<file path="config.mk">
export PLATFORM = sky130hd
export DESIGN_NAME = sliding_window_latency_jitter_stats_top
export DESIGN_NICKNAME = d
export VERILOG_FILES = /design/src/rtl/core/swljs_pkg.sv /design/src/rtl/core/sliding_window_latency_jitter_stats_top.sv /design/src/rtl/core/swljs_ram.sv /design/src/rtl/core/swljs_serial_unit.sv
export SDC_FILE = /design/constraint.sdc
export NUM_CORES = 2
export LEC_CHECK = 0
export CORE_UTILIZATION = 34
export DETAILED_ROUTE_END_ITERATION = 8
export DONT_BUFFER_PORTS = 1
export PLACE_DENSITY = 0.57
export SLEW_MARGIN = 20
export SYNTH_ARGS = -nofsm -noshare
export SYNTH_HDL_FRONTEND = slang
export SYNTH_SLANG_ARGS = --single-unit
</file>
<file path="constraint.sdc">
create_clock -name aclk -period 11.2 [get_ports aclk]
set_input_delay 1.12 -clock aclk [delete_from_list [all_inputs] [get_ports aclk]]
set_output_delay 1.12 -clock aclk [all_outputs]
set_load 0.02 [all_outputs]
</file>
<file path="src/rtl/core/swljs_pkg.sv">
// Shared types and constants of the latency and jitter statistics block.
// Depends on nothing.
package swljs_pkg;

    localparam int DEFAULT_WINDOW     = 32;
    localparam int DEFAULT_VALUE_BITS = 24;

    localparam int STAMP_W = 64;
    localparam int NOW_W   = 24;
    localparam int STAT_W  = 28;
    localparam int FILL_W  = 6;
    localparam int TOTAL_W = 32;

    typedef enum logic [1:0] {
        OP_MUL  = 2'd0,
        OP_DIV  = 2'd1,
        OP_SQRT = 2'd2
    } swljs_op_t;

    typedef struct packed {
        logic      start;
        swljs_op_t op;
    } swljs_cmd_t;

endpackage

</file>
<file path="src/rtl/core/sliding_window_latency_jitter_stats_top.sv">
// Sliding window latency and arrival gap statistics, top level and sequencer.
// The time that one item takes is set by the shared
// serial unit: per window at most two divides of DW steps, one square root of DW/2 steps and four
// multiplies that stop when the multiplier runs out of ones, DW = 2*VALUE_BITS+2*clog2(WINDOW+1)+8.
// Throughput: one item at a time; the next item is taken once the result is in the output register.
// Reset: synchronous active low aresetn clears the windows, counters and handshake state.
module sliding_window_latency_jitter_stats_top
    import swljs_pkg::*;
#(
    parameter int WINDOW     = DEFAULT_WINDOW,
    parameter int VALUE_BITS = DEFAULT_VALUE_BITS
) (
    input  logic               aclk,
    input  logic               aresetn,
    input  logic               s_valid,
    output logic               s_ready,
    input  logic [STAMP_W-1:0] s_sent_stamp,
    input  logic [STAMP_W-1:0] s_arrival_stamp,
    output logic               m_valid,
    input  logic               m_ready,
    output logic [NOW_W-1:0]   m_latency_now,
    output logic [NOW_W-1:0]   m_gap_now,
    output logic [STAT_W-1:0]  m_latency_mean,
    output logic [STAT_W-1:0]  m_latency_spread,
    output logic [STAT_W-1:0]  m_gap_mean,
    output logic [STAT_W-1:0]  m_gap_spread,
    output logic [FILL_W-1:0]  m_latency_fill,
    output logic [FILL_W-1:0]  m_gap_fill,
    output logic [TOTAL_W-1:0] m_message_total
);

    // Widths of the window bookkeeping. DW holds n*sum_sq and sum^2 shifted left by eight,
    // which is the widest value the shared unit ever sees.
    localparam int V        = VALUE_BITS;
    localparam int HB       = $clog2(WINDOW);
    localparam int CNT_BITS = $clog2(WINDOW + 1);
    localparam int SUM_BITS = V + CNT_BITS;
    localparam int SQ_BITS  = 2 * V + CNT_BITS;
    localparam int DW       = 2 * V + 2 * CNT_BITS + 8;

    // The sequencer walks the latency window first and then the gap window.
    typedef enum logic [15:0] {
        ST_IDLE   = 16'b0000_0000_0000_0001,
        ST_READ   = 16'b0000_0000_0000_0010,
        ST_OLD    = 16'b0000_0000_0000_0100,
        ST_OLD_W  = 16'b0000_0000_0000_1000,
        ST_NEW    = 16'b0000_0000_0001_0000,
        ST_NEW_W  = 16'b0000_0000_0010_0000,
        ST_MEAN   = 16'b0000_0000_0100_0000,
        ST_MEAN_W = 16'b0000_0000_1000_0000,
        ST_NSQ    = 16'b0000_0001_0000_0000,
        ST_NSQ_W  = 16'b0000_0010_0000_0000,
        ST_S2     = 16'b0000_0100_0000_0000,
        ST_S2_W   = 16'b0000_1000_0000_0000,
        ST_ROOT   = 16'b0001_0000_0000_0000,
        ST_ROOT_W = 16'b0010_0000_0000_0000,
        ST_SDIV_W = 16'b0100_0000_0000_0000,
        ST_DONE   = 16'b1000_0000_0000_0000
    } state_t;

    // Difference of two stamps, zero when they run backwards, saturated to the value width.
    function automatic logic [V-1:0] clamp_diff(input logic [STAMP_W-1:0] later,
                                                input logic [STAMP_W-1:0] earlier);
        logic [STAMP_W-1:0] d;
        d = (later >= earlier) ? (later - earlier) : '0;
        return ((d >> V) != '0) ? '1 : d[V-1:0];
    endfunction

    function automatic logic [STAT_W-1:0] sat_stat(input logic [DW-1:0] v);
        return ((v >> STAT_W) != '0) ? '1 : v[STAT_W-1:0];
    endfunction

    function automatic logic [NOW_W-1:0] sat_now(input logic [V-1:0] v);
        logic [STAMP_W-1:0] w;
        w = STAMP_W'(v);
        return ((w >> NOW_W) != '0) ? '1 : w[NOW_W-1:0];
    endfunction

    function automatic logic [FILL_W-1:0] sat_fill(input logic [CNT_BITS-1:0] c);
        logic [15:0] w;
        w = 16'(c);
        return ((w >> FILL_W) != '0) ? '1 : w[FILL_W-1:0];
    endfunction

    state_t               state_reg, state_next;
    logic                 win_sel_reg, win_sel_next;
    logic [V-1:0]         lat_val_reg, lat_val_next;
    logic [V-1:0]         gap_val_reg, gap_val_next;
    logic                 push_gap_reg, push_gap_next;
    logic [STAMP_W-1:0]   prev_reg, prev_next;
    logic                 have_prev_reg, have_prev_next;
    logic [TOTAL_W-1:0]   msg_reg, msg_next;
    logic [HB-1:0]        head_reg [2];
    logic [HB-1:0]        head_next [2];
    logic [CNT_BITS-1:0]  count_reg [2];
    logic [CNT_BITS-1:0]  count_next [2];
    logic [SUM_BITS-1:0]  sum_reg [2];
    logic [SUM_BITS-1:0]  sum_next [2];
    logic [SQ_BITS-1:0]   sq_reg [2];
    logic [SQ_BITS-1:0]   sq_next [2];
    logic [STAT_W-1:0]    mean_reg [2];
    logic [STAT_W-1:0]    mean_next [2];
    logic [STAT_W-1:0]    spread_reg [2];
    logic [STAT_W-1:0]    spread_next [2];
    logic [DW-1:0]        oldsq_reg, oldsq_next;
    logic [DW-1:0]        nsq_reg, nsq_next;
    logic [DW-1:0]        s2_reg, s2_next;
    logic                 m_valid_reg, m_valid_next;

    logic [NOW_W-1:0]     o_lat_now_reg, o_gap_now_reg;
    logic [STAT_W-1:0]    o_lmean_reg, o_lspread_reg, o_gmean_reg, o_gspread_reg;
    logic [FILL_W-1:0]    o_lfill_reg, o_gfill_reg;
    logic [TOTAL_W-1:0]   o_total_reg;
    logic                 load_out;

    swljs_cmd_t           cmd;
    logic [DW-1:0]        unit_a, unit_b, unit_res;
    logic                 unit_done;

    logic                 ram_we;
    logic [HB:0]          ram_addr;
    logic [V-1:0]         ram_rdata;

    logic [V-1:0]         cur_val;
    logic                 cur_full;
    logic [V-1:0]         old_val;
    logic [DW:0]          var_diff;

    // The ring of each window lives in one half of a shared RAM. The read address
    // follows the head of the selected window, so the oldest entry is read out in the next cycle.
    assign ram_addr = {win_sel_reg, head_reg[win_sel_reg]};
    assign cur_val  = win_sel_reg ? gap_val_reg : lat_val_reg;
    assign cur_full = (count_reg[win_sel_reg] == CNT_BITS'(WINDOW));
    assign old_val  = cur_full ? ram_rdata : '0;
    assign var_diff = {1'b0, nsq_reg} - {1'b0, s2_reg};

    swljs_ram #(
        .WIDTH (V),
        .DEPTH (2 ** (HB + 1))
    ) u_ring (
        .aclk  (aclk),
        .we    (ram_we),
        .waddr (ram_addr),
        .wdata (cur_val),
        .raddr (ram_addr),
        .rdata (ram_rdata)
    );

    swljs_serial_unit #(
        .DW (DW)
    ) u_unit (
        .aclk    (aclk),
        .aresetn (aresetn),
        .cmd     (cmd),
        .opa     (unit_a),
        .opb     (unit_b),
        .result  (unit_res),
        .done    (unit_done)
    );

    always_comb begin
        state_next     = state_reg;
        win_sel_next   = win_sel_reg;
        lat_val_next   = lat_val_reg;
        gap_val_next   = gap_val_reg;
        push_gap_next  = push_gap_reg;
        prev_next      = prev_reg;
        have_prev_next = have_prev_reg;
        msg_next       = msg_reg;
        head_next      = head_reg;
        count_next     = count_reg;
        sum_next       = sum_reg;
        sq_next        = sq_reg;
        mean_next      = mean_reg;
        spread_next    = spread_reg;
        oldsq_next     = oldsq_reg;
        nsq_next       = nsq_reg;
        s2_next        = s2_reg;
        cmd.start      = 1'b0;
        cmd.op         = OP_MUL;
        unit_a         = '0;
        unit_b         = '0;
        ram_we         = 1'b0;
        load_out       = 1'b0;

        unique case (state_reg)
            ST_IDLE: begin
                if (s_valid) begin
                    lat_val_next   = clamp_diff(s_arrival_stamp, s_sent_stamp);
                    gap_val_next   = have_prev_reg ? clamp_diff(s_arrival_stamp, prev_reg) : '0;
                    push_gap_next  = have_prev_reg;
                    prev_next      = s_arrival_stamp;
                    have_prev_next = 1'b1;
                    msg_next       = msg_reg + TOTAL_W'(1);
                    win_sel_next   = 1'b0;
                    state_next     = ST_READ;
                end
            end
            ST_READ: begin
                // The very first item has no gap; its gap window is only reported.
                state_next = (win_sel_reg && !push_gap_reg) ? ST_MEAN : ST_OLD;
            end
            ST_OLD: begin
                if (cur_full) begin
                    cmd.start  = 1'b1;
                    cmd.op     = OP_MUL;
                    unit_a     = DW'(ram_rdata);
                    unit_b     = DW'(ram_rdata);
                    state_next = ST_OLD_W;
                end else begin
                    oldsq_next = '0;
                    state_next = ST_NEW;
                end
            end
            ST_OLD_W: begin
                if (unit_done) begin
                    oldsq_next = unit_res;
                    state_next = ST_NEW;
                end
            end
            ST_NEW: begin
                cmd.start  = 1'b1;
                cmd.op     = OP_MUL;
                unit_a     = DW'(cur_val);
                unit_b     = DW'(cur_val);
                state_next = ST_NEW_W;
            end
            ST_NEW_W: begin
                if (unit_done) begin
                    sum_next[win_sel_reg] = sum_reg[win_sel_reg] - SUM_BITS'(old_val)
                                          + SUM_BITS'(cur_val);
                    sq_next[win_sel_reg]  = sq_reg[win_sel_reg] - SQ_BITS'(oldsq_reg)
                                          + SQ_BITS'(unit_res);
                    ram_we = 1'b1;
                    head_next[win_sel_reg] = (head_reg[win_sel_reg] == HB'(WINDOW - 1)) ? '0 :
                                             head_reg[win_sel_reg] + HB'(1);
                    if (!cur_full) begin
                        count_next[win_sel_reg] = count_reg[win_sel_reg] + CNT_BITS'(1);
                    end
                    state_next = ST_MEAN;
                end
            end
            ST_MEAN: begin
                if (count_reg[win_sel_reg] == '0) begin
                    mean_next[win_sel_reg]   = '0;
                    spread_next[win_sel_reg] = '0;
                    win_sel_next = 1'b1;
                    state_next   = win_sel_reg ? ST_DONE : ST_READ;
                end else begin
                    cmd.start  = 1'b1;
                    cmd.op     = OP_DIV;
                    unit_a     = DW'(sum_reg[win_sel_reg]) << 4;
                    unit_b     = DW'(count_reg[win_sel_reg]);
                    state_next = ST_MEAN_W;
                end
            end
            ST_MEAN_W: begin
                if (unit_done) begin
                    mean_next[win_sel_reg] = sat_stat(unit_res);
                    state_next = ST_NSQ;
                end
            end
            ST_NSQ: begin
                cmd.start  = 1'b1;
                cmd.op     = OP_MUL;
                unit_a     = DW'(sq_reg[win_sel_reg]);
                unit_b     = DW'(count_reg[win_sel_reg]);
                state_next = ST_NSQ_W;
            end
            ST_NSQ_W: begin
                if (unit_done) begin
                    nsq_next   = unit_res;
                    state_next = ST_S2;
                end
            end
            ST_S2: begin
                cmd.start  = 1'b1;
                cmd.op     = OP_MUL;
                unit_a     = DW'(sum_reg[win_sel_reg]);
                unit_b     = DW'(sum_reg[win_sel_reg]);
                state_next = ST_S2_W;
            end
            ST_S2_W: begin
                if (unit_done) begin
                    s2_next    = unit_res;
                    state_next = ST_ROOT;
                end
            end
            ST_ROOT: begin
                // A variance that is zero or below from rounding gives no spread.
                if (var_diff[DW] || (var_diff[DW-1:0] == '0)) begin
                    spread_next[win_sel_reg] = '0;
                    win_sel_next = 1'b1;
                    state_next   = win_sel_reg ? ST_DONE : ST_READ;
                end else begin
                    cmd.start  = 1'b1;
                    cmd.op     = OP_SQRT;
                    unit_a     = var_diff[DW-1:0] << 8;
                    state_next = ST_ROOT_W;
                end
            end
            ST_ROOT_W: begin
                if (unit_done) begin
                    cmd.start  = 1'b1;
                    cmd.op     = OP_DIV;
                    unit_a     = unit_res;
                    unit_b     = DW'(count_reg[win_sel_reg]);
                    state_next = ST_SDIV_W;
                end
            end
            ST_SDIV_W: begin
                if (unit_done) begin
                    spread_next[win_sel_reg] = sat_stat(unit_res);
                    win_sel_next = 1'b1;
                    state_next   = win_sel_reg ? ST_DONE : ST_READ;
                end
            end
            ST_DONE: begin
                // Wait until the output register is free, then hand the item over.
                if (!m_valid_reg || m_ready) begin
                    load_out   = 1'b1;
                    state_next = ST_IDLE;
                end
            end
            default: begin
                state_next = ST_IDLE;
            end
        endcase

        if (load_out) begin
            m_valid_next = 1'b1;
        end else if (m_ready) begin
            m_valid_next = 1'b0;
        end else begin
            m_valid_next = m_valid_reg;
        end
    end

    always_ff @(posedge aclk) begin
        if (!aresetn) begin
            state_reg     <= ST_IDLE;
            m_valid_reg   <= 1'b0;
            have_prev_reg <= 1'b0;
            prev_reg      <= '0;
            msg_reg       <= '0;
            for (int i = 0; i < 2; i++) begin
                head_reg[i]  <= '0;
                count_reg[i] <= '0;
                sum_reg[i]   <= '0;
                sq_reg[i]    <= '0;
            end
        end else begin
            state_reg     <= state_next;
            m_valid_reg   <= m_valid_next;
            have_prev_reg <= have_prev_next;
            prev_reg      <= prev_next;
            msg_reg       <= msg_next;
            head_reg      <= head_next;
            count_reg     <= count_next;
            sum_reg       <= sum_next;
            sq_reg        <= sq_next;
        end
        win_sel_reg  <= win_sel_next;
        lat_val_reg  <= lat_val_next;
        gap_val_reg  <= gap_val_next;
        push_gap_reg <= push_gap_next;
        mean_reg     <= mean_next;
        spread_reg   <= spread_next;
        oldsq_reg    <= oldsq_next;
        nsq_reg      <= nsq_next;
        s2_reg       <= s2_next;
        if (load_out) begin
            o_lat_now_reg <= sat_now(lat_val_reg);
            o_gap_now_reg <= sat_now(gap_val_reg);
            o_lmean_reg   <= mean_reg[0];
            o_lspread_reg <= spread_reg[0];
            o_gmean_reg   <= mean_reg[1];
            o_gspread_reg <= spread_reg[1];
            o_lfill_reg   <= sat_fill(count_reg[0]);
            o_gfill_reg   <= sat_fill(count_reg[1]);
            o_total_reg   <= msg_reg;
        end
    end

    assign s_ready          = (state_reg == ST_IDLE);
    assign m_valid          = m_valid_reg;
    assign m_latency_now    = o_lat_now_reg;
    assign m_gap_now        = o_gap_now_reg;
    assign m_latency_mean   = o_lmean_reg;
    assign m_latency_spread = o_lspread_reg;
    assign m_gap_mean       = o_gmean_reg;
    assign m_gap_spread     = o_gspread_reg;
    assign m_latency_fill   = o_lfill_reg;
    assign m_gap_fill       = o_gfill_reg;
    assign m_message_total  = o_total_reg;

endmodule

</file>
<file path="src/rtl/core/swljs_ram.sv">
// Generic single write port RAM with one registered read port.
// Depends on nothing.
module swljs_ram #(
    parameter int WIDTH = 24,
    parameter int DEPTH = 64
) (
    input  logic                     aclk,
    input  logic                     we,
    input  logic [$clog2(DEPTH)-1:0] waddr,
    input  logic [WIDTH-1:0]         wdata,
    input  logic [$clog2(DEPTH)-1:0] raddr,
    output logic [WIDTH-1:0]         rdata
);

    logic [WIDTH-1:0] mem [DEPTH];

    always_ff @(posedge aclk) begin
        if (we) begin
            mem[waddr] <= wdata;
        end
        rdata <= mem[raddr];
    end

endmodule

</file>
<file path="src/rtl/core/swljs_serial_unit.sv">
// Shared serial arithmetic unit: shift-add multiply, restoring divide and square root.
// Depends on swljs_pkg for the command type. One adder serves all three operations.
module swljs_serial_unit
    import swljs_pkg::*;
#(
    parameter int DW = 68
) (
    input  logic          aclk,
    input  logic          aresetn,
    input  swljs_cmd_t    cmd,
    input  logic [DW-1:0] opa,
    input  logic [DW-1:0] opb,
    output logic [DW-1:0] result,
    output logic          done
);

    localparam int CW = $clog2(DW + 1);

    swljs_op_t     op_reg, op_next;
    logic          busy_reg, busy_next;
    logic          done_reg, done_next;
    logic [CW-1:0] cnt_reg, cnt_next;
    logic [DW-1:0] acc_reg, acc_next;
    logic [DW-1:0] q_reg, q_next;
    logic [DW-1:0] x_reg, x_next;
    logic [DW-1:0] y_reg, y_next;

    logic [DW-1:0] add_a;
    logic [DW-1:0] add_b;
    logic          add_sub;
    logic [DW:0]   add_sum;

    always_comb begin
        unique case (op_reg)
            OP_DIV: begin
                add_a   = {acc_reg[DW-2:0], x_reg[DW-1]};
                add_b   = y_reg;
                add_sub = 1'b1;
            end
            OP_SQRT: begin
                add_a   = {acc_reg[DW-3:0], x_reg[DW-1:DW-2]};
                add_b   = {q_reg[DW-3:0], 2'b01};
                add_sub = 1'b1;
            end
            default: begin
                add_a   = acc_reg;
                add_b   = x_reg;
                add_sub = 1'b0;
            end
        endcase
        // With subtraction the top bit is set when no borrow occurred.
        add_sum = {1'b0, add_a} + {1'b0, (add_sub ? ~add_b : add_b)} + (DW+1)'(add_sub);
    end

    always_comb begin
        op_next   = op_reg;
        busy_next = busy_reg;
        done_next = 1'b0;
        cnt_next  = cnt_reg;
        acc_next  = acc_reg;
        q_next    = q_reg;
        x_next    = x_reg;
        y_next    = y_reg;
        if (cmd.start) begin
            op_next   = cmd.op;
            busy_next = 1'b1;
            acc_next  = '0;
            q_next    = '0;
            x_next    = opa;
            y_next    = opb;
            cnt_next  = (cmd.op == OP_SQRT) ? CW'(DW / 2) : CW'(DW);
        end else if (busy_reg) begin
            if (op_reg == OP_MUL) begin
                if (y_reg == '0) begin
                    busy_next = 1'b0;
                    done_next = 1'b1;
                end else begin
                    if (y_reg[0]) begin
                        acc_next = add_sum[DW-1:0];
                    end
                    x_next = x_reg << 1;
                    y_next = y_reg >> 1;
                end
            end else begin
                if (add_sum[DW]) begin
                    acc_next = add_sum[DW-1:0];
                    q_next   = {q_reg[DW-2:0], 1'b1};
                end else begin
                    acc_next = add_a;
                    q_next   = {q_reg[DW-2:0], 1'b0};
                end
                x_next   = (op_reg == OP_SQRT) ? (x_reg << 2) : (x_reg << 1);
                cnt_next = cnt_reg - CW'(1);
                if (cnt_reg == CW'(1)) begin
                    busy_next = 1'b0;
                    done_next = 1'b1;
                end
            end
        end
    end

    always_ff @(posedge aclk) begin
        if (!aresetn) begin
            busy_reg <= 1'b0;
            done_reg <= 1'b0;
            op_reg   <= OP_MUL;
        end else begin
            busy_reg <= busy_next;
            done_reg <= done_next;
            op_reg   <= op_next;
        end
        cnt_reg <= cnt_next;
        acc_reg <= acc_next;
        q_reg   <= q_next;
        x_reg   <= x_next;
        y_reg   <= y_next;
    end

    assign result = (op_reg == OP_MUL) ? acc_reg : q_reg;
    assign done   = done_reg;

endmodule

</file>
==> results.txt <==
The run finished with clean final reports. The number of global-route vias before repair was 90490; the number of design rule violations left after detail routing was 0. The run gives 35220 um as the wire length on met3. Of all nets on the critical path, the largest fanout is 45. The leakage power total was 52.14 nW.

Global routing consumed, over all layers together, 23.07% of the routing resources. edfxtp_1 is the most common cell in the netlist. Number of top-level pins: 338. In this run the power density over the cells is 194.8 nW/um^2. After routing the design area is 145700 sq um. During placement, the flow inserted port buffers numbering 0. The run gives 383300 sq um as the die footprint. After synthesis the cells add up to 129500 sq um. The number of DRC markers after the initial detailed-route iteration was 10790; the clock latency at the later pin of the worst-skew pair was 0.96 ns.

The tools report the type of destination of the critical path as a flop. The critical path is of the flop to flop type. By count the netlist is led by edfxtp_1 (2197), nand2_1 (1500), a21oi_1 (1229).

Among all flip-flop cells after synthesis, the most frequent one is edfxtp_1. The area taken by flip-flops and latches is 75340 sq um. For the final worst-path setup slack, the log shows 3.484 ns. In the finished design, the share of the clock period the worst path needs comes to 68.89%.

Setup repair after global routing left no endpoint under its margin. The synthesized design spends more area on one cell type than any other, namely edfxtp_1. The first global-routing pass estimated 652500 um of wire. OpenSTA, run right after detailed placement, puts the worst setup slack at 3.567 ns.

The routed length on met1 is 184900 um. The count of H-tree levels built during CTS came out at 5. The detailed-route wire length per cell was 27.24 um. Each instance of the synthesized netlist takes up on average 10.99 sq um. The run gives 8.58 ns as the data arrival time of the critical path.

For the largest net degree at the start of global routing, the log shows 140. On the final layout, the worst clock skew is 0.09953 ns. The logs give 28.38 mW for the post-layout total power and 97030 for the detailed-route via count. The slew of the pin with the lowest slew margin works out to 1.211 ns.

The number of nets with antenna violations after routing is 0. The highest metal layer with signal wires is met5. After synthesis, the netlist uses 94 different library cells. The number of detailed-routing iterations run before antenna repair was 8. The routed length on met2 is 213300 um, and the share of flip-flops with an asynchronous set or reset is 0%. Summing all multi-input logic gate instances after layout gives 50160 sq um. The die height was 619.1 um. Critical path startpoint category: a flop.

In this run, CTS created clock tree buffers numbering 303. The clock-pin transition on the worst setup and hold timing paths is 0.06 ns, and the final weighted congestion in routability-driven placement is 0.9546. The placed instances occupy a cell area of 135900 sq um. The tree is rooted in a clkbuf_16. The run gives 11780 as the number of instances in the synthesized netlist. The flip-flop count of the largest register, all copies and words added was 1536; the layout cell share with drive strength beyond 1 was 8.496%. The run gives 36850 as the filler cell count.

The initial antenna violation count came out at 21. The number of instances resized during post-cts repair came out at 0. Synthesized net count: 12350. The maximum frequency from static timing analysis was 129.6 MHz. The time the worst path needs with I/O delays and setup came out at 7.716 ns. The area overhead of the layout relative to synthesis is 12.54%, and the sequential element share of the synthesized area is 58.19%.

Setup violations remaining at the end of the flow were counted as 0. For this run the aggregate overflow at the end of global routing stands at 0. Once the floorplan was initialized, standard cells occupied 34.17% of the core. Across the VDD grid, the largest voltage drop is 0.1495 mV. For this block, the routed nets add up to 460700 um of wire.

The total of warnings raised by yosys is 0, and the area of the core is 378900 sq um. The run gives 12.07 ns as the required time of the critical path. The clock net in this run drives a total of 2665 sinks.

The number of setup buffers added after CTS is 0. Final hold analysis gives a worst-case slack of 0.2923 ns. After routing, the total negative slack on setup checks comes to 0 ns. Row generation in the floorplan step produced 226 rows. TritonCTS built the clock tree.

The worst hold-check path type is input port to flop. Number of hold-slack violations in the final timing report: 0. The top cell type by area accounts for 50.96% of the synthesized area. The count of final max-slew check failures was 0; the net count reported at finish was 12220. Ranked by total cell area, the synthesized netlist is headed by edfxtp_1 (51%), dfxtp_1 (7.2%), a21oi_1 (4.8%). After clock tree synthesis, the flow added hold-fix buffers numbering 0. Synthesis inferred 2665 register bits.

No sink is reached through more buffers than the 4 on the longest clock path. The worst relative slew slack was 18.80%. The tools report the detailed placement HPWL as 303500 um.

The average via count per standard cell was 5.738; the number of max-capacitance violations reported was 0. Counting flops with a built-in enable in the synthesized netlist gives 2197. Measured along the x axis, the die boundary spans 619.1 um.
## layer usage
| metal | track usage (%) | vias to the layer above |
|---|---|---|
| met5 | 0 | - |
| met2 | 37.22 | 4168 |
| met3 | 3.858 | 881 |
| met4 | 11.95 | 14 |
| met1 | 29.77 | 48450 |
| li1 | - | 43510 |
## report_power, final
| part | internal (mW) | switching (mW) | total, mW |
|---|---|---|---|
| clock network | 5.65 | 4.24 | 9.89 |
| logic | 2.04 | 4.37 | 6.42 |
| registers | 11.8 | 0.263 | 12.1 |
| total | 19.5 | 8.87 | 28.4 |
## cells by family (layout without fill, tap and decap cells)
group | count (synthesis) | count (layout) | synth area share (%)
compound gates | 3379 | 3379 | 16.81
xor+xnor | 305 | 305 | 2.063
fa+ha+maj | 439 | 439 | 4.712
buf+inv | 1218 | 1331 | 3.585
flops | 2665 | 2665 | 58.19
mux | 394 | 394 | 3.133
other cells | 0 | 6 | 0
simple gates | 3375 | 3375 | 11.50
## area by class of cell
| type | instances | share of cell area, % |
|---|---|---|
| multi-input combinational | 7892 | 34.43 |
| sequential | 2665 | 51.71 |
| antenna | 6 | 0.01031 |
| tap | 5016 | 4.308 |
| timing repair buffer | 284 | 1.563 |
| clock buffer | 407 | 5.628 |
| inverter | 498 | 1.298 |
| clock inverter | 142 | 1.051 |
## layout by cell type, fill, tap and decap left out, types with 36 or more instances in the layout
| cell type | n |
|---|---|
| nor4_1 | 45 |
| o221ai_1 | 36 |
| mux2_2 | 73 |
| a21o_1 | 239 |
| and2_1 | 77 |
| buf_4 | 271 |
| o21ai_0 | 515 |
| a21oi_1 | 1225 |
| nand2b_1 | 57 |
| o31ai_1 | 61 |
| clkbuf_1 | 88 |
| a211oi_1 | 158 |
| dfxtp_1 | 468 |
| nand3_1 | 376 |
| and3_1 | 59 |
| nor3_1 | 116 |
| ha_1 | 355 |
| o211ai_1 | 130 |
| o21a_1 | 86 |
| edfxtp_1 | 2197 |
| clkbuf_16 | 309 |
| nor2b_1 | 49 |
| fa_1 | 81 |
| nor2_2 | 68 |
| mux2i_1 | 300 |
| clkinv_2 | 43 |
| xnor2_1 | 182 |
| nor2_1 | 738 |
| a22oi_1 | 111 |
| a221oi_1 | 198 |
| a31oi_1 | 123 |
| clkinv_1 | 42 |
| inv_1 | 476 |
| o21bai_1 | 48 |
| xor2_1 | 123 |
| a22o_1 | 139 |
| nand2_1 | 1494 |
| nand4_1 | 108 |
## worst paths after layout
kind / start / to / slack [ns] / cells after the start
max: u_unit.op_reg[0]$_SDFFE_PN0P_ / sq_reg[50]$_SDFFE_PN0P_ / 3.48 / 20
min: aresetn / sq_reg[50]$_SDFFE_PN0P_ / 0.29 / 1
max reg2reg: u_unit.op_reg[0]$_SDFFE_PN0P_ / sq_reg[50]$_SDFFE_PN0P_ / 3.48 / 20
min reg2reg: gap_val_reg[10]$_SDFFCE_PN0P_ / m_gap_now[10]$_DFFE_PP_ / 0.44 / 0
## critical path: stages (launching register included)
cell and delay (ns):
dfxtp_1 0.35, inv_1 0.17, ha_4 0.74, mux2i_1 0.95, inv_1 0.39, fa_1 0.53, ha_1 0.36, a21oi_1 0.16
o21ai_0 0.12, a221o_1 0.33, a21o_1 0.21, o21ai_0 0.68, o21ai_0 0.42, a31oi_1 0.36, o21ai_0 0.28, a311o_1 0.41
and3_1 0.16, a2111oi_0 0.53, xor2_1 0.22, o21ai_0 0.08, and2_1 0.17
## metrics by stage
stage,util (%),cells
3_3_place_gp,35.87,16360
6_report,38.45,16910
4_1_cts,38.44,16900
5_1_grt,38.45,16910
2_1_floorplan,-,11780
3_5_place_dp,35.87,16360
No activity file was read; power rests on OpenSTA's default activity.
